===== config.mk =====
export PLATFORM = sky130hd
export DESIGN_NAME = max_drawdown_tracker
export DESIGN_NICKNAME = d
export VERILOG_FILES = /design/src/rtl/core/mdd_pkg.sv /design/src/rtl/core/mdd_div.sv /design/src/rtl/core/max_drawdown_tracker.sv
export SDC_FILE = /design/constraint.sdc
export NUM_CORES = 1
export LEC_CHECK = 0
export BUFFER_PORTS_ARGS = -buffer_cell sky130_fd_sc_hd__buf_2
export CORE_MARGIN = 2
export CORE_UTILIZATION = 42
export CTS_CLUSTER_DIAMETER = 150
export DETAILED_ROUTE_END_ITERATION = 8
export GPL_TIMING_DRIVEN = 0
export PLACE_DENSITY = 0.67
export SETUP_SLACK_MARGIN = 0.3
export SYNTH_ARGS = -nofsm -noshare
export SYNTH_HDL_FRONTEND = slang
export SYNTH_SLANG_ARGS = --single-unit

===== constraint.sdc =====
create_clock -name clk -period 6.6 [get_ports clk]
set_input_delay 0.99 -clock clk [delete_from_list [all_inputs] [get_ports clk]]
set_output_delay 0.99 -clock clk [all_outputs]
set_load 0.1 [all_outputs]

===== src/rtl/core/mdd_pkg.sv =====
// ----------------------------------------------------------------------------
// mdd_pkg
// shared widths, sequencer states and divider status for the drawdown tracker
// ----------------------------------------------------------------------------
package mdd_pkg;

  localparam int PRICE_BITS = 32;
  localparam int INDEX_BITS = 16;
  localparam int FRAC_BITS  = 16;
  localparam int DD_BITS    = FRAC_BITS + 1;
  localparam int CNT_BITS   = $clog2(FRAC_BITS + 1);

  localparam logic [DD_BITS-1:0]    DD_ONE    = DD_BITS'(1) << FRAC_BITS;
  localparam logic [INDEX_BITS-1:0] INDEX_MAX = {INDEX_BITS{1'b1}};

  typedef enum logic [1:0] {
    ST_IDLE,
    ST_CMP,
    ST_DIV,
    ST_OUT
  } seq_state_t;

  typedef struct packed {
    logic busy;
    logic done;
  } div_stat_t;

endpackage


===== src/rtl/core/mdd_div.sv =====
// ----------------------------------------------------------------------------
// mdd_div
// shared restoring divider: (peak - price) / peak as a Q1.16 fraction,
// one quotient bit per cycle through a single compare and subtract
// ----------------------------------------------------------------------------
module mdd_div (
  input  logic                             clk,
  input  logic                             rst_n,
  input  logic                             start,
  input  logic [mdd_pkg::PRICE_BITS-1:0]   peak,
  input  logic [mdd_pkg::PRICE_BITS-1:0]   price,
  output mdd_pkg::div_stat_t               stat,
  output logic [mdd_pkg::DD_BITS-1:0]      quot
);

  logic                           busy_r, busy_nxt;
  logic                           done_r, done_nxt;
  logic [mdd_pkg::CNT_BITS-1:0]   cnt_r, cnt_nxt;
  logic [mdd_pkg::PRICE_BITS-1:0] rem_r, rem_nxt;
  logic [mdd_pkg::DD_BITS-1:0]    quot_r, quot_nxt;
  logic [mdd_pkg::PRICE_BITS:0]   rem_dbl;
  logic [mdd_pkg::PRICE_BITS:0]   rem_sub;
  logic                           take;

  assign rem_dbl = {rem_r, 1'b0};
  assign rem_sub = rem_dbl - {1'b0, peak};
  assign take    = (rem_dbl >= {1'b0, peak});

  always_comb begin
    busy_nxt = busy_r;
    done_nxt = 1'b0;
    cnt_nxt  = cnt_r;
    rem_nxt  = rem_r;
    quot_nxt = quot_r;
    if (start) begin
      quot_nxt = '0;
      priority if (peak == '0) begin
        done_nxt = 1'b1;
      end else if (price == '0) begin
        quot_nxt = mdd_pkg::DD_ONE;
        done_nxt = 1'b1;
      end else begin
        rem_nxt  = peak - price;
        cnt_nxt  = mdd_pkg::CNT_BITS'(mdd_pkg::FRAC_BITS);
        busy_nxt = 1'b1;
      end
    end else if (busy_r) begin
      if (take) begin
        rem_nxt  = rem_sub[mdd_pkg::PRICE_BITS-1:0];
        quot_nxt = {quot_r[mdd_pkg::DD_BITS-2:0], 1'b1};
      end else begin
        rem_nxt  = rem_dbl[mdd_pkg::PRICE_BITS-1:0];
        quot_nxt = {quot_r[mdd_pkg::DD_BITS-2:0], 1'b0};
      end
      cnt_nxt = cnt_r - 1'b1;
      if (cnt_r == mdd_pkg::CNT_BITS'(1)) begin
        busy_nxt = 1'b0;
        done_nxt = 1'b1;
      end
    end
  end

  always_ff @(posedge clk) begin
    if (!rst_n) begin
      busy_r <= 1'b0;
      done_r <= 1'b0;
      cnt_r  <= '0;
    end else begin
      busy_r <= busy_nxt;
      done_r <= done_nxt;
      cnt_r  <= cnt_nxt;
    end
  end

  always_ff @(posedge clk) begin
    rem_r  <= rem_nxt;
    quot_r <= quot_nxt;
  end

  assign stat.busy = busy_r;
  assign stat.done = done_r;
  assign quot      = quot_r;

endmodule


===== src/rtl/core/max_drawdown_tracker.sv =====
// ----------------------------------------------------------------------------
// max_drawdown_tracker
// streaming maximum drawdown of a price series with peak and trough indices
// ----------------------------------------------------------------------------
// One price word is taken at a time; in_ready is high only while the
// sequencer is idle. A price that starts a series or sets a new peak goes
// from the compare step straight to the update step that writes the output
// register; any other price first passes through the shared divider, which
// produces one quotient bit per cycle (16 fraction bits). Zero prices and
// zero peaks finish the divider without iterating. The next word can be
// accepted in the cycle after the result is registered. The output register
// frees the input side, so a new word is accepted while the previous result
// waits; a result only stalls the update step.
module max_drawdown_tracker (
  input  logic                              clk,
  input  logic                              rst_n,
  input  logic                              in_valid,
  output logic                              in_ready,
  input  logic [mdd_pkg::PRICE_BITS-1:0]    in_price,
  input  logic                              in_last_item,
  output logic                              out_valid,
  input  logic                              out_ready,
  output logic [mdd_pkg::DD_BITS-1:0]       out_max_drawdown,
  output logic [mdd_pkg::INDEX_BITS-1:0]    out_peak_index,
  output logic [mdd_pkg::INDEX_BITS-1:0]    out_trough_index,
  output logic                              out_series_end
);

  mdd_pkg::seq_state_t state_r, state_nxt;

  logic [mdd_pkg::PRICE_BITS-1:0] price_r;
  logic                           last_r;
  logic                           new_peak_r, new_peak_nxt;

  logic [mdd_pkg::PRICE_BITS-1:0] peak_r, peak_nxt;
  logic [mdd_pkg::INDEX_BITS-1:0] peak_pos_r, peak_pos_nxt;
  logic [mdd_pkg::INDEX_BITS-1:0] item_idx_r, item_idx_nxt;
  logic [mdd_pkg::DD_BITS-1:0]    worst_r, worst_nxt;
  logic [mdd_pkg::INDEX_BITS-1:0] worst_peak_r, worst_peak_nxt;
  logic [mdd_pkg::INDEX_BITS-1:0] worst_trough_r, worst_trough_nxt;
  logic                           started_r, started_nxt;

  logic                           out_valid_r, out_valid_nxt;
  logic [mdd_pkg::DD_BITS-1:0]    out_dd_r;
  logic [mdd_pkg::INDEX_BITS-1:0] out_peak_r;
  logic [mdd_pkg::INDEX_BITS-1:0] out_trough_r;
  logic                           out_end_r;

  logic                           in_fire;
  logic                           out_free;
  logic                           div_start;
  logic                           upd_en;
  mdd_pkg::div_stat_t             div_stat;
  logic [mdd_pkg::DD_BITS-1:0]    div_quot;

  assign in_fire  = in_valid && in_ready;
  assign out_free = !out_valid_r || out_ready;

  mdd_div u_div (
    .clk   (clk),
    .rst_n (rst_n),
    .start (div_start),
    .peak  (peak_r),
    .price (price_r),
    .stat  (div_stat),
    .quot  (div_quot)
  );

  // next state
  always_comb begin
    state_nxt    = state_r;
    new_peak_nxt = new_peak_r;
    unique case (state_r)
      mdd_pkg::ST_IDLE: begin
        if (in_fire) state_nxt = mdd_pkg::ST_CMP;
      end
      mdd_pkg::ST_CMP: begin
        new_peak_nxt = !started_r || (price_r > peak_r);
        state_nxt    = new_peak_nxt ? mdd_pkg::ST_OUT : mdd_pkg::ST_DIV;
      end
      mdd_pkg::ST_DIV: begin
        if (div_stat.done) state_nxt = mdd_pkg::ST_OUT;
      end
      mdd_pkg::ST_OUT: begin
        if (out_free) state_nxt = mdd_pkg::ST_IDLE;
      end
      default: state_nxt = mdd_pkg::ST_IDLE;
    endcase
  end

  // sequencer outputs
  always_comb begin
    in_ready  = 1'b0;
    div_start = 1'b0;
    upd_en    = 1'b0;
    unique case (state_r)
      mdd_pkg::ST_IDLE: in_ready  = 1'b1;
      mdd_pkg::ST_CMP:  div_start = started_r && !(price_r > peak_r);
      mdd_pkg::ST_DIV:  upd_en    = 1'b0;
      mdd_pkg::ST_OUT:  upd_en    = out_free;
      default:          upd_en    = 1'b0;
    endcase
  end

  // tracker state update
  always_comb begin
    peak_nxt         = peak_r;
    peak_pos_nxt     = peak_pos_r;
    item_idx_nxt     = item_idx_r;
    worst_nxt        = worst_r;
    worst_peak_nxt   = worst_peak_r;
    worst_trough_nxt = worst_trough_r;
    started_nxt      = started_r;
    if (upd_en) begin
      if (new_peak_r) begin
        peak_nxt     = price_r;
        peak_pos_nxt = item_idx_r;
        started_nxt  = 1'b1;
      end else if (div_quot > worst_r) begin
        worst_nxt        = div_quot;
        worst_peak_nxt   = peak_pos_r;
        worst_trough_nxt = item_idx_r;
      end
      if (item_idx_r != mdd_pkg::INDEX_MAX) item_idx_nxt = item_idx_r + 1'b1;
    end
  end

  always_comb begin
    out_valid_nxt = out_valid_r;
    if (out_valid_r && out_ready) out_valid_nxt = 1'b0;
    if (upd_en) out_valid_nxt = 1'b1;
  end

  always_ff @(posedge clk) begin
    if (!rst_n) begin
      state_r        <= mdd_pkg::ST_IDLE;
      new_peak_r     <= 1'b0;
      out_valid_r    <= 1'b0;
      peak_r         <= '0;
      peak_pos_r     <= '0;
      item_idx_r     <= '0;
      worst_r        <= '0;
      worst_peak_r   <= '0;
      worst_trough_r <= '0;
      started_r      <= 1'b0;
    end else begin
      state_r     <= state_nxt;
      new_peak_r  <= new_peak_nxt;
      out_valid_r <= out_valid_nxt;
      if (upd_en && last_r) begin
        peak_r         <= '0;
        peak_pos_r     <= '0;
        item_idx_r     <= '0;
        worst_r        <= '0;
        worst_peak_r   <= '0;
        worst_trough_r <= '0;
        started_r      <= 1'b0;
      end else begin
        peak_r         <= peak_nxt;
        peak_pos_r     <= peak_pos_nxt;
        item_idx_r     <= item_idx_nxt;
        worst_r        <= worst_nxt;
        worst_peak_r   <= worst_peak_nxt;
        worst_trough_r <= worst_trough_nxt;
        started_r      <= started_nxt;
      end
    end
  end

  // input capture and result register
  always_ff @(posedge clk) begin
    if (in_fire) begin
      price_r <= in_price;
      last_r  <= in_last_item;
    end
    if (upd_en) begin
      out_dd_r     <= worst_nxt;
      out_peak_r   <= worst_peak_nxt;
      out_trough_r <= worst_trough_nxt;
      out_end_r    <= last_r;
    end
  end

  assign out_valid        = out_valid_r;
  assign out_max_drawdown = out_dd_r;
  assign out_peak_index   = out_peak_r;
  assign out_trough_index = out_trough_r;
  assign out_series_end   = out_end_r;

endmodule


## Yosys cells after proc, flatten, opt, wreduce, memory -nomap -nowiden

Index checks and enable logic that the tools add are counted.

- Input bits: 37
- Output and inout port bits: 52
- Bits in registers: 257
- Logic and storage cells: 102

- Muxes and demuxes: 43
- Add/sub/neg operators: 4
- Bitwise operators: 1
- Equality and inequality tests: 10
- $lt $le $gt $ge: 3
- Reduce and logical (&&, ||, !) cells: 20

Operator list:

| operator | count |
|---|---|
| 32-bit two-way mux | 5 |
| 17-bit two-way mux | 7 |
| 16-bit two-way mux | 6 |
| 32-bit logical NOT | 2 |
| 32-bit subtractor | 2 |
| 33-bit by 32-bit greater-or-equal comparator with 1-bit output | 1 |
| 32-bit greater-than comparator | 1 |
| 5-bit two-way mux | 4 |
| 17-bit greater-than comparator | 1 |
| 1-bit two-way mux | 17 |
| 16-bit by 1-bit adder with 16-bit output (second input constant) | 1 |
| 16-bit inequality test (second input constant) | 1 |
| 2-bit inequality test (second input constant) | 4 |
| 2-bit case mux with 4 select lines | 1 |
| 2-bit two-way mux | 3 |
| 2-bit AND reduction | 3 |
| 3-bit AND reduction | 2 |
| 5-bit by 1-bit equality test with 1-bit output (second input constant) | 1 |
| 5-bit by 1-bit subtractor with 5-bit output (second input constant) | 1 |
| 2-bit equality test (second input constant) | 2 |
| 1-bit logical AND | 4 |
| 2-bit nonzero test | 2 |
| 1-bit logical NOT | 3 |
| 2-bit by 1-bit equality test with 1-bit output (second input constant) | 1 |
| other kinds (5) | 6 |

## Logic depth before layout (Yosys ltp)

Gate-level depths: netlist of the first run.

- Word-level depth: 6
- Gate-level depth with buffers: 14
- Mapped depth without buffers: 12

## Hierarchy

A second synthesis of the first run with hierarchy kept.

- Cells, all modules: 1,648
- Area total of the unflattened synthesis: 15,543.7 µm²

Modules (own cells, without submodules):

| module | area each (µm²) | times used | cells an instance | seq. area each (µm²) |
|---|---|---|---|---|
| max_drawdown_tracker | 9,041.2 | 1 | 863 | 4,854.7 |
| mdd_div | 6,502.5 | 1 | 785 | 1,611.5 |

## Worst setup path before layout of the first run

No wires, ideal clock.

- Path type: input to register
- From: input port out_ready
- To: register peak_r[12] (netlist name)
- Data required time: 6.530 ns
- Setup time: 0.070 ns
- Path slack: 3.172 ns
- Path buffers: 3
- Stages on the path: 9
- Arrival time: 3.358 ns
- Cells stage by stage: nor2b_1 > nand2b_1 > inv_1 > and2_1 > clkbuf_1 > clkbuf_1 > clkbuf_1 > nand2_1 > a21oi_1

- Cells in the longest elaborated chain, start to end: 4
- Elaborated cells between the ends (all ways): 5
- Those cells by class: mux: 1; reduce/logical: 4

RTL lines:

| what | line | RTL |
|---|---|---|
| start, declared | max_drawdown_tracker.sv:22 | `input logic out_ready,` |
| 1-bit logical OR (*) | max_drawdown_tracker.sv:57 | `assign out_free = !out_valid_r \|\| out_ready;` |
| 1-bit two-way mux (*) | max_drawdown_tracker.sv:96 | `unique case (state_r)` |
| 1-bit logical AND | max_drawdown_tracker.sv:150 | `if (upd_en && last_r) begin` |
| 2-bit OR reduction (no line) | - |  |
| end signal, assigned | max_drawdown_tracker.sv:159 | `peak_r <= peak_nxt;` |
| end, declared | max_drawdown_tracker.sv:35 | `logic [mdd_pkg::PRICE_BITS-1:0] peak_r, peak_nxt;` |

Mark *: on every way between the ends. The rest lies on a longest branch, timed or not.
A chain may end at the register's enable or synchronous reset.

## Final worst setup path of the first run

- From: register peak_r[0] (netlist name)
- To: register u_div.quot_r (netlist bit u_div.quot[1]) (enable)

- Cells in the longest elaborated chain, start to end: 5

RTL lines:

| what | line | RTL |
|---|---|---|
| 32-bit greater-than comparator | max_drawdown_tracker.sv:98 | `mdd_pkg::ST_CMP: div_start = started_r && !(price_r > peak_r);` |
| 1-bit logical NOT | max_drawdown_tracker.sv:98 |  |
| 1-bit logical AND | max_drawdown_tracker.sv:98 |  |
| 1-bit two-way mux | max_drawdown_tracker.sv:96 |  |
| 2-bit nonzero test (no line) | - |  |
| end signal, assigned | mdd_div.sv:77 | `quot_r <= quot_nxt;` |
| end, declared | mdd_div.sv:20 | `logic [mdd_pkg::DD_BITS-1:0] quot_r, quot_nxt;` |

No other way between the ends.

==> results.yml, run 1 <==
timing:
  rsz0062_at_grt: "false"
  final.setup_skew_ns: 0.0167
  final_hold_viol_count: 0
  post-route-period-util_pct: 64.3
  worst_pin_slew_ns: 0.957
  timing.fmax_ghz: 0.236
  setup_violations: 0
  slew_violations: 0
  fin_tns_setup_ns: 0
  slew_headroom_pct: 36.2
  min_period_ns: 4.25
routing:
  drc: 0
  routed_via_density: 5.34
  antenna_left: 0
  drt-initial-drc-count: 734
  drt-pass1-iter-count: 5
  drt_wl_total_mm: 34.3
  vias: 10600
  wl_per_cell_um: 17.2
global_route:
  grt_pass1_vias: 10200
  grt_pass1_wl_mm: 54.3
  antenna_found_initial: 0
  grt_usage_pct: 20.2
  overflow: 0
  grt_max_degree: 37
cts:
  clk_pin_slew_ns: 0.06
  numCtsBuffers: 29
  cts_sinks: 257
  cts_resized: 0
  cts_tree: "yes"
  clk_latency_ns: 0.58
  cts-root-buf: "clkbuf_16"
  clk_path_buf_depth: 3
  hold_buffers: 0
  cts_setup_buffers: 0
  htreeDepth: 1
synth:
  synth_top_area_share_pct: 29.0
  synth_xor_area_share_pct: 4.16
  yosys.area.top_type: "edfxtp_1"
  ys.warnings.count: 0
  synth-compound-area-share_pct: 15.5
  synth-seq-cells: 257
  synth_edf_count: 132
  synth_top_family_by_area: "compound AO/OA/AOI/OAI gates"
  synth_cell_types: 64
  syn-num-nets: 1529
  synthSimpleGateAreaFrac_pct: 15.5
  synthArstFlopShare_pct: 0
  synth_cells: 1402
  synth.avg_cell_area_um2: 9.76
  synth-main-ff-cell: "edfxtp_1"
  yosys.area_share.adder_pct: 8.34
  syn_area_um2: 13700
  synthMuxAreaShare_pct: 4.70
  synthTopCellsByArea: "edfxtp_1, dfxtp_1, ha_1"
  ys_seq_area_share_pct: 47.2
final_layout:
  synthToLayoutAreaGrowth_pct: 14.6
  drive_gt1_share_pct: 13.7
  area.sequential_um2: 6470
  instances_no_fill: 1987
  multi_input_area_um2: 6600
  fillers: 2995
  layout_commonest_cell: "nand2_1"
  mostFrequentLayoutCells: "nand2_1, a21oi_1, edfxtp_1, dfxtp_1, buf_2"
  insertedDiodeCount: 0
  final_nets: 1649
setup_path:
  crit_chain: "inv_1 -> ha_1 -> fa_1 -> nor2b_1 -> o31a_1 -> o31ai_1 -> nand3b_1 -> a41oi_2 -> o22ai_1 -> buf_2 -> buf_2 -> or2_2"
  cp_slowest_cell: "o22ai_1"
  slowest_delay_ns: 0.50
  cp_max_fo: 17
  reg2reg_from: "peak_r[0]"
  crit_family: "compound AO/OA/AOI/OAI gates"
  startpoint: "peak_r[0]"
  cpMostUsedCell: "buf_2"
  cp-end-kind: "register"
  worstPathBufferInverterCount: 3
  critPathLaunchType: "register"
  cp.required_ns: 6.82
  crit_type: "register to register"
  crit_arrival_ns: 4.47
power:
  leakagePower_nw: 6.08
  worst_ir_drop_vdd_mv: 0.234
  powerDensity_nw_per_um2: 272
floorplanning:
  initial_utilization_pct: 42.4
  fp.dieW_um: 185
  rows: 66
  fp.coreArea_um2: 32300
  ios: 89
  die-area_um2: 34000
  die_h_um: 185
status:
  status: "finished clean"
run:
  drv_cap: 0
placed_design:
  portBuffers: 88
  dp_hpwl_mm: 25.4
  dp.cells: 1933
  gp_congestion: 0.925
hold_path:
  hold_path_class: "register to register"
  hp-start: "peak_pos_r[4]"
worst paths after layout:
| path | to | slack (ns) | depth (start not counted) |
|---|---|---|---|
| min reg2reg | peak_pos_r[4] | 0.46 | 2 |
| max | u_div.quot[1] | 2.35 | 12 |
| max reg2reg | u_div.quot[1] | 2.35 | 12 |
| min | peak_pos_r[4] | 0.46 | 2 |
tightest hold or removal path, stage by stage (launching register included):
cell and delay [ns]:
dfxtp_1 0.31, nand2_1 0.05, a21oi_1 0.05
logic make-up after synthesis:
| kind of cell | after synthesis |
|---|---|
| AOI/OAI and AO/OA | 345 |
| xor gates and xnor gates | 65 |
| adders and majority gates | 90 |
| buffers and inverters | 160 |
| DFF | 257 |
| muxes | 58 |
| and+or+nand+nor | 427 |
metrics by stage:
step | worst slack, ns | utilization, % | total power, mW | area [um2] | hold slack (ns)
2_1_floorplan | 3.17 | - | 2.47 | 13700 | 0.426
3_5_place_dp | 2.39 | 45.5 | 2.66 | 14700 | 0.448
5_1_grt | 2.13 | 48.6 | 4.44 | 15700 | 0.475
6_report | 2.35 | 48.6 | 4.27 | 15700 | 0.458
3_3_place_gp | 1.89 | 45.5 | 2.65 | 14700 | 0.441
4_1_cts | 2.38 | 48.6 | 4.30 | 15700 | 0.457
cell type report:
type | count | share of cell area [%]
clock buffers | 35 | 5.03
clock inverters | 19 | 1.22
multi-input cells | 985 | 42.1
plain buffers | 60 | 1.58
inverters | 100 | 2.39
flip-flops and latches | 257 | 41.2
well taps | 442 | 3.53
repair buffers | 89 | 2.94
report_power, final:
part | switching (mW) | internal (mW) | total, mW
clock network | 0.700 | 0.943 | 1.64
logic | 0.566 | 0.206 | 0.772
registers | 0.0663 | 1.79 | 1.86
total | 1.33 | 2.94 | 4.27
flip-flops by register name, summed over array words and instances (netlist names), 2 cells and up:
register and cells:
peak_r 32, price_r 32, u_div.rem_r 32, out_max_drawdown 17
u_div.quot 17, worst_r 17, item_idx_r 16, out_peak_index 16
out_trough_index 16, peak_pos_r 16, worst_peak_r 16, worst_trough_r 16
u_div.cnt_r 5, state_r 2
routing by layer:
| metal | share of wire [%] | global-route usage (%) | routed length (um) | vias up |
|---|---|---|---|---|
| li1 | - | - | - | 5246 |
| met1 | 45 | 28.0 | 15600 | 5026 |
| met2 | 45 | 32.4 | 15500 | 289 |
| met3 | 6.7 | 3.32 | 2300 | 58 |
| met4 | 2.7 | 6.14 | 937 | 0 |
| met5 | 0 | 0 | 0 | - |
cells in the mapped netlist, types with 17 or more instances:
library cell and count:
a211oi_1 20, a21o_1 35, a21oi_1 148, clkbuf_1 45, dfxtp_1 125, edfxtp_1 132
ha_1 88, inv_1 100, mux2_2 50, nand2_1 156, nand2b_1 17, nand4_1 26
nor2_1 68, nor2b_1 74, nor4_1 20, o21ai_0 55, xnor2_1 29, xor2_1 36
Power figures use the tool's default switching activity.
==> run 2: changes to the inputs <==
==> constraint.sdc (replaced) <==
create_clock -name clk -period 4.1 [get_ports clk]
set_input_delay 0.615 -clock clk [delete_from_list [all_inputs] [get_ports clk]]
set_output_delay 0.615 -clock clk [all_outputs]
set_load 0.1 [all_outputs]
==> run 2 against run 1 <==
  * Wire length is essentially flat
  * Non-clock buffer count grew 1
  * Critical path type unchanged
  * Combinational power grew 62%
  * Maximum frequency grew 17%
  * Critical endpoint is now u_div.rem_r[21]
  * Sequential share of layout area shrank 0.20 points
  * Critical path depth grew 1
  * Setup slack lost 1.9 ns
  * Sequential power grew 61%
  * Die area is the same
  * Clock skew grew 0.0013 ns
  * Hold slack lost 0.25 ns
  * Register-to-register slack lost 1.9 ns
==> results.yml, run 2 (synthesis gave the netlist of run 1 again) <==
timing:
  slew_violations: 0
  whs_ns: 0.210
  timing.fmax_ghz: 0.277
  setup_violations: 0
  fin_tns_setup_ns: 0
  min_period_ns: 3.62
  final_critical_path_setup_slack_ns: 0.484
  final_hold_viol_count: 0
  rsz0062_at_grt: "false"
  post-route-period-util_pct: 88.2
  final.setup_skew_ns: 0.0180
  worst_pin_slew_ns: 0.905
  slew_headroom_pct: 39.7
global_route:
  grt_usage_pct: 20.2
  overflow: 0
  grt_pass1_wl_mm: 54.3
  antenna_found_initial: 0
  grt_pass1_vias: 10200
  grt_max_degree: 37
routing:
  drt-initial-drc-count: 662
  vias: 10500
  drt-pass1-iter-count: 6
  drc: 0
  wl_per_cell_um: 17.2
  routed_via_density: 5.30
  drt_wl_total_mm: 34.3
  antenna_left: 0
floorplanning:
  die-area_um2: 34000
  ios: 89
  fp.coreArea_um2: 32300
  die_h_um: 185
  fp.dieW_um: 185
  rows: 66
  initial_utilization_pct: 42.4
placed_design:
  dp.cells: 1933
  pre_cts_slack_ns: -0.113
  portBuffers: 88
  gp_congestion: 0.925
  dp_hpwl_mm: 25.4
final_layout:
  final_nets: 1650
  insertedDiodeCount: 0
  mostFrequentLayoutCells: "nand2_1, a21oi_1, edfxtp_1, dfxtp_1, inv_1"
  layout_commonest_cell: "nand2_1"
  drive_gt1_share_pct: 14.1
  instances_no_fill: 1988
  top_regs: "peak_r x32, price_r x32, u_div.rem_r x32"
  fin_util_pct: 48.8
  synthToLayoutAreaGrowth_pct: 15.1
setup_path:
  cp-end-kind: "register"
  reg2reg_depth: 13
  critPathLaunchType: "register"
  worstReg2RegEnd: "u_div.rem_r[21]"
  cpMostUsedCell: "clkbuf_4"
  crit_type: "register to register"
  cp_slowest_cell: "dfxtp_1"
  worstPathBufferInverterCount: 4
  crit_chain: "inv_1 -> ha_1 -> fa_1 -> nor2b_1 -> o31a_1 -> o31ai_4 -> nand3b_1 -> a41oi_4 -> o22ai_4 -> clkbuf_4 -> clkbuf_4 -> buf_4 -> a21oi_1"
  reg2reg_from: "peak_r[0]"
  r2r_setup_slack_ns: 0.48
  cp.required_ns: 4.42
  crit_arrival_ns: 3.94
  crit_family: "compound AO/OA/AOI/OAI gates"
  cp_max_fo: 10
  slowest_delay_ns: 0.43
hold_path:
  hp-start: "in_price[5]"
  holdPathStages: 1
  hold_path_class: "input pin to register"
  hold_end: "price_r[5]"
cts:
  hold_buffers: 0
  cts-root-buf: "clkbuf_16"
  clk_pin_slew_ns: 0.06
  numCtsBuffers: 29
  htreeDepth: 1
  cts_tree: "yes"
  clk_latency_ns: 0.58
  clk_path_buf_depth: 3
  cts_sinks: 257
power:
  leakagePower_nw: 6.09
  worst_ir_drop_vdd_mv: 0.377
  powerDensity_nw_per_um2: 437
status:
  status: "finished clean"
run:
  drv_cap: 0
==> run 2: where the power goes <==
part	internal [mW]	leakage, nW	switching [mW]
Sequential	2.88	2.24	0.107
Combinational	0.333	3.38	0.917
Clock	1.52	0.467	1.12
Total	4.73	6.09	2.14
==> run 2: worst max-delay path by stage <==
stage                   start              end  slack [ns]  cells after the start
finish              peak_r[0]  u_div.rem_r[21]        0.48                     13
detailed placement  peak_r[0]    u_div.quot[7]       -0.11                     12
CTS                 peak_r[0]  u_div.rem_r[12]        0.30                     13
global route        peak_r[0]   u_div.quot[15]        0.31                     12
global placement    out_ready       peak_r[19]       -0.24                     10
floorplan           out_valid       peak_r[12]        0.78                      9
==> run 2: layout make-up <==
class                      count  area [um2]
multi-input combinational    985        6650
fill                        2996       16500
inverter                     100         375
clock inverter                19         191
sequential                   257        6470
clock buffer                  35         790
timing repair buffer          90         468
tap                          442         553
buffer                        60         265
==> run 2: layer usage <==
layer	GRT usage (%)	vias to the layer above	share of wire (%)
li1	-	5248	-
met1	28.1	4979	47
met2	32.4	250	45
met3	3.36	54	5.6
met4	6.11	0	2.7
met5	0	-	0
==> run 2: repair_timing <==
item | in CTS | in global routing
pin swaps | 0 | 1
setup endpoints to repair | 84 | 57
gates resized for setup | 7 | 11
buffers inserted | 0 | 1
==> run 2: metrics by stage <==
step / cell area (um2) / total power [mW]
floorplan: 13700 / 3.98
global placement: 14700 / 4.27
detailed placement: 14700 / 4.28
CTS: 15700 / 6.92
global route: 15800 / 7.15
finish: 15800 / 6.88
==> run 3: changes to the inputs <==
--- a/config.mk
+++ b/config.mk
@@ -5,13 +5,14 @@
 export SDC_FILE = /design/constraint.sdc
 export NUM_CORES = 1
 export LEC_CHECK = 0
+export ABC_AREA = 1
 export BUFFER_PORTS_ARGS = -buffer_cell sky130_fd_sc_hd__buf_2
 export CORE_MARGIN = 2
 export CORE_UTILIZATION = 42
 export CTS_CLUSTER_DIAMETER = 150
 export DETAILED_ROUTE_END_ITERATION = 8
 export GPL_TIMING_DRIVEN = 0
-export PLACE_DENSITY = 0.67
+export PLACE_DENSITY = 0.69
 export SETUP_SLACK_MARGIN = 0.3
 export SYNTH_ARGS = -nofsm -noshare
 export SYNTH_HDL_FRONTEND = slang
==> constraint.sdc (replaced) <==
create_clock -name clk -period 3 [get_ports clk]
set_input_delay 0.45 -clock clk [delete_from_list [all_inputs] [get_ports clk]]
set_output_delay 0.45 -clock clk [all_outputs]
set_load 0.1 [all_outputs]
==> run 3 against run 2 <==
  * Sequential power grew 43%
  * Synthesized cell count grew 38%
  * Non-clock buffer count grew 8
  * Largest cell class unchanged
==> results.yml, run 3 <==
synth:
  ys.warnings.count: 0
  syn-num-nets: 2057
  yosys.area.top_type: "edfxtp_1"
  synth_cell_types: 44
  synth.avg_cell_area_um2: 7.66
  synth-seq-cells: 257
  synth-main-ff-cell: "edfxtp_1"
  synthArstFlopShare_pct: 0
  synth_cells: 1930
  synth_top_area_share_pct: 26.8
  ys_seq_area_share_pct: 43.8
  synth_edf_count: 132
  syn_area_um2: 14800
  synthMostInstantiatedCell: "nand2_1"
  synthTopCellsByCount: "nand2_1, inv_1, nor2_1"
  synthTopCellsByArea: "edfxtp_1, dfxtp_1, nand2_1"
hold_path:
  hp-start: "in_price[27]"
  holdPathStages: 1
  hold_end: "price_r[27]"
  hold_path_class: "input pin to register"
routing:
  drt-initial-drc-count: 945
  routed_via_density: 5.17
  wl_per_cell_um: 15.9
  drt-pass1-iter-count: 5
  antenna_left: 0
  vias: 13200
  drc: 0
  drt_wl_total_mm: 40.5
run:
  drv_cap: 0
setup_path:
  crit_type: "register to register"
  crit_arrival_ns: 3.04
  r2r_setup_slack_ns: 0.30
  critPathLaunchType: "register"
  reg2reg_from: "price_r[0]"
  cp.required_ns: 3.34
  reg2reg_depth: 18
  cp_max_fo: 6
  worstReg2RegEnd: "u_div.rem_r[27]"
  cp-end-kind: "register"
final_layout:
  layout_commonest_cell: "nand2_1"
  insertedDiodeCount: 0
  drive_gt1_share_pct: 13.5
  final_nets: 2198
  instances_no_fill: 2549
  top_regs: "peak_r x32, price_r x32, u_div.rem_r x32"
  fin_util_pct: 50.7
  fillers: 3311
  mostFrequentLayoutCells: "nand2_1, inv_1, nor2_1, a21oi_1, edfxtp_1"
  synthToLayoutAreaGrowth_pct: 18.7
global_route:
  grt_usage_pct: 21.9
  grt_pass1_vias: 12600
  antenna_found_initial: 0
  overflow: 0
  grt_pass1_wl_mm: 63.5
  grt_max_degree: 60
timing:
  post-route-period-util_pct: 90.0
  worst_pin_slew_ns: 0.899
  rsz0062_at_grt: "true"
  setup_violations: 0
  final_hold_viol_count: 0
  final.setup_skew_ns: 0.0206
  min_period_ns: 2.70
  slew_headroom_pct: 40.1
  timing.fmax_ghz: 0.370
  slew_violations: 0
floorplanning:
  ios: 89
  fp.coreArea_um2: 34600
  fp.dieW_um: 192
  die-area_um2: 36700
  initial_utilization_pct: 42.7
  rows: 68
  die_h_um: 192
power:
  powerDensity_nw_per_um2: 615
  leakagePower_nw: 8.15
  worst_ir_drop_vdd_mv: 0.530
cts:
  clk_latency_ns: 0.58
  hold_buffers: 0
  clk_path_buf_depth: 3
  numCtsBuffers: 29
  cts_sinks: 257
  cts_tree: "yes"
  clk_pin_slew_ns: 0.06
  cts-root-buf: "clkbuf_16"
  htreeDepth: 1
placed_design:
  gp_congestion: 0.998
  dp.cells: 2472
  dp_hpwl_mm: 30.7
  portBuffers: 87
status:
  status: "finished clean"
==> run 3: cell count changes in the layout (fill, tap and decap cells not counted), sizes merged, moves of 17 or more <==
cell	change
mux2	-50
nor2b	-74
o21ai	+78
buf	+22
inv	+213
nand3	+107
nor3	+29
nand2b	-17
a21o	-28
nand3b	+24
nand2	+322
xor2	-17
a211oi	-19
nor2	+89
==> run 3: how the worst max path moves through the flow <==
stage | cells past startpoint | endpoint | slack [ns] | startpoint
floorplan | 16 | u_div.rem_r[0] | 0.33 | peak_r[0]
detailed placement | 16 | u_div.rem_r[10] | -0.39 | peak_r[0]
global route | 18 | u_div.rem_r[31] | 0.22 | price_r[0]
CTS | 18 | u_div.rem_r[31] | 0.31 | price_r[0]
global placement | 16 | u_div.rem_r[9] | -0.33 | peak_r[0]
finish | 18 | u_div.rem_r[27] | 0.30 | price_r[0]
==> run 3: worst max-delay path: stages, from the launching register on <==
cell and delay (ns):
edfxtp_1 0.43, ha_2 0.23, fa_2 0.35, inv_2 0.08
nand2_4 0.07, nand2_4 0.07, nand3_2 0.06, nand2_2 0.11
nand2_2 0.07, nand2_4 0.09, nand2_4 0.07, nand2_8 0.09
nand3_4 0.16, buf_12 0.21, buf_12 0.13, nand2_1 0.05
nand2_1 0.05, nand2_1 0.08, nand2_1 0.05
==> run 3: metrics by stage <==
stage	cell area (um2)	TNS, ns	hold WS, ns	power (mW)	setup WS, ns
CTS	17000	0	0.0154	10.7	0.307
global placement	15800	-11.20	0.449	6.99	-0.334
global route	17500	0	0.0155	11.3	0.217
floorplan	14800	0	0.426	6.42	0.329
detailed placement	15800	-13.29	0.463	7.04	-0.386
finish	17500	0	0.0405	10.8	0.301
==> run 3: report_power, final <==
group / internal, mW / leakage, nW / switching (mW) / total, mW
Combinational: 0.728 / 5.43 / 2.14 / 2.87
Clock: 2.15 / 0.487 / 1.49 / 3.65
Sequential: 4.12 / 2.23 / 0.157 / 4.28
Total: 7.00 / 8.15 / 3.79 / 10.8
==> run 3: cell families (layout without fill, tap and decap cells) <==
family | count (synthesis) | after routing | share of synthesized area [%]
and+or+nand+nor | 855 | 856 | 24.7
buffers and inverters | 361 | 524 | 9.62
AOI/OAI and AO/OA | 327 | 327 | 11.9
DFF | 257 | 257 | 43.8
adders and majority gates | 90 | 90 | 7.72
xor gates and xnor gates | 40 | 40 | 2.37
==> run 3: cell type report <==
cell class                      count  area [um2]  area share [%]
Multi-Input combinational cell   1313        7320            41.7
Sequential cell                   257        6470            36.9
Inverter                          310        1180            6.73
Clock buffer                       40         840            4.78
Timing Repair Buffer              107         656            3.74
Tap cell                          455         569            3.24
Buffer                             51         328            1.87
Clock inverter                     14         156           0.891
Timing Repair inverter              2        25.0           0.143
==> run 3: what timing repair did <==
item                       4_1_cts  5_1_grt
setup buffers                    5       12
gates resized for setup         42      102
gates cloned                     4        1
hold endpoints to repair         0        0
setup endpoints to repair      105      129
pin swaps                        4       12
==> run 3: per-layer routing <==
metal,part of all wire (%),vias up,wire length (um),track usage [%]
met5,0,-,0,0
met1,44,6130,17700,27.1
li1,-,6593,-,-
met3,5.5,86,2220,3.64
met4,3.1,0,1240,7.22
met2,48,370,19400,38.7
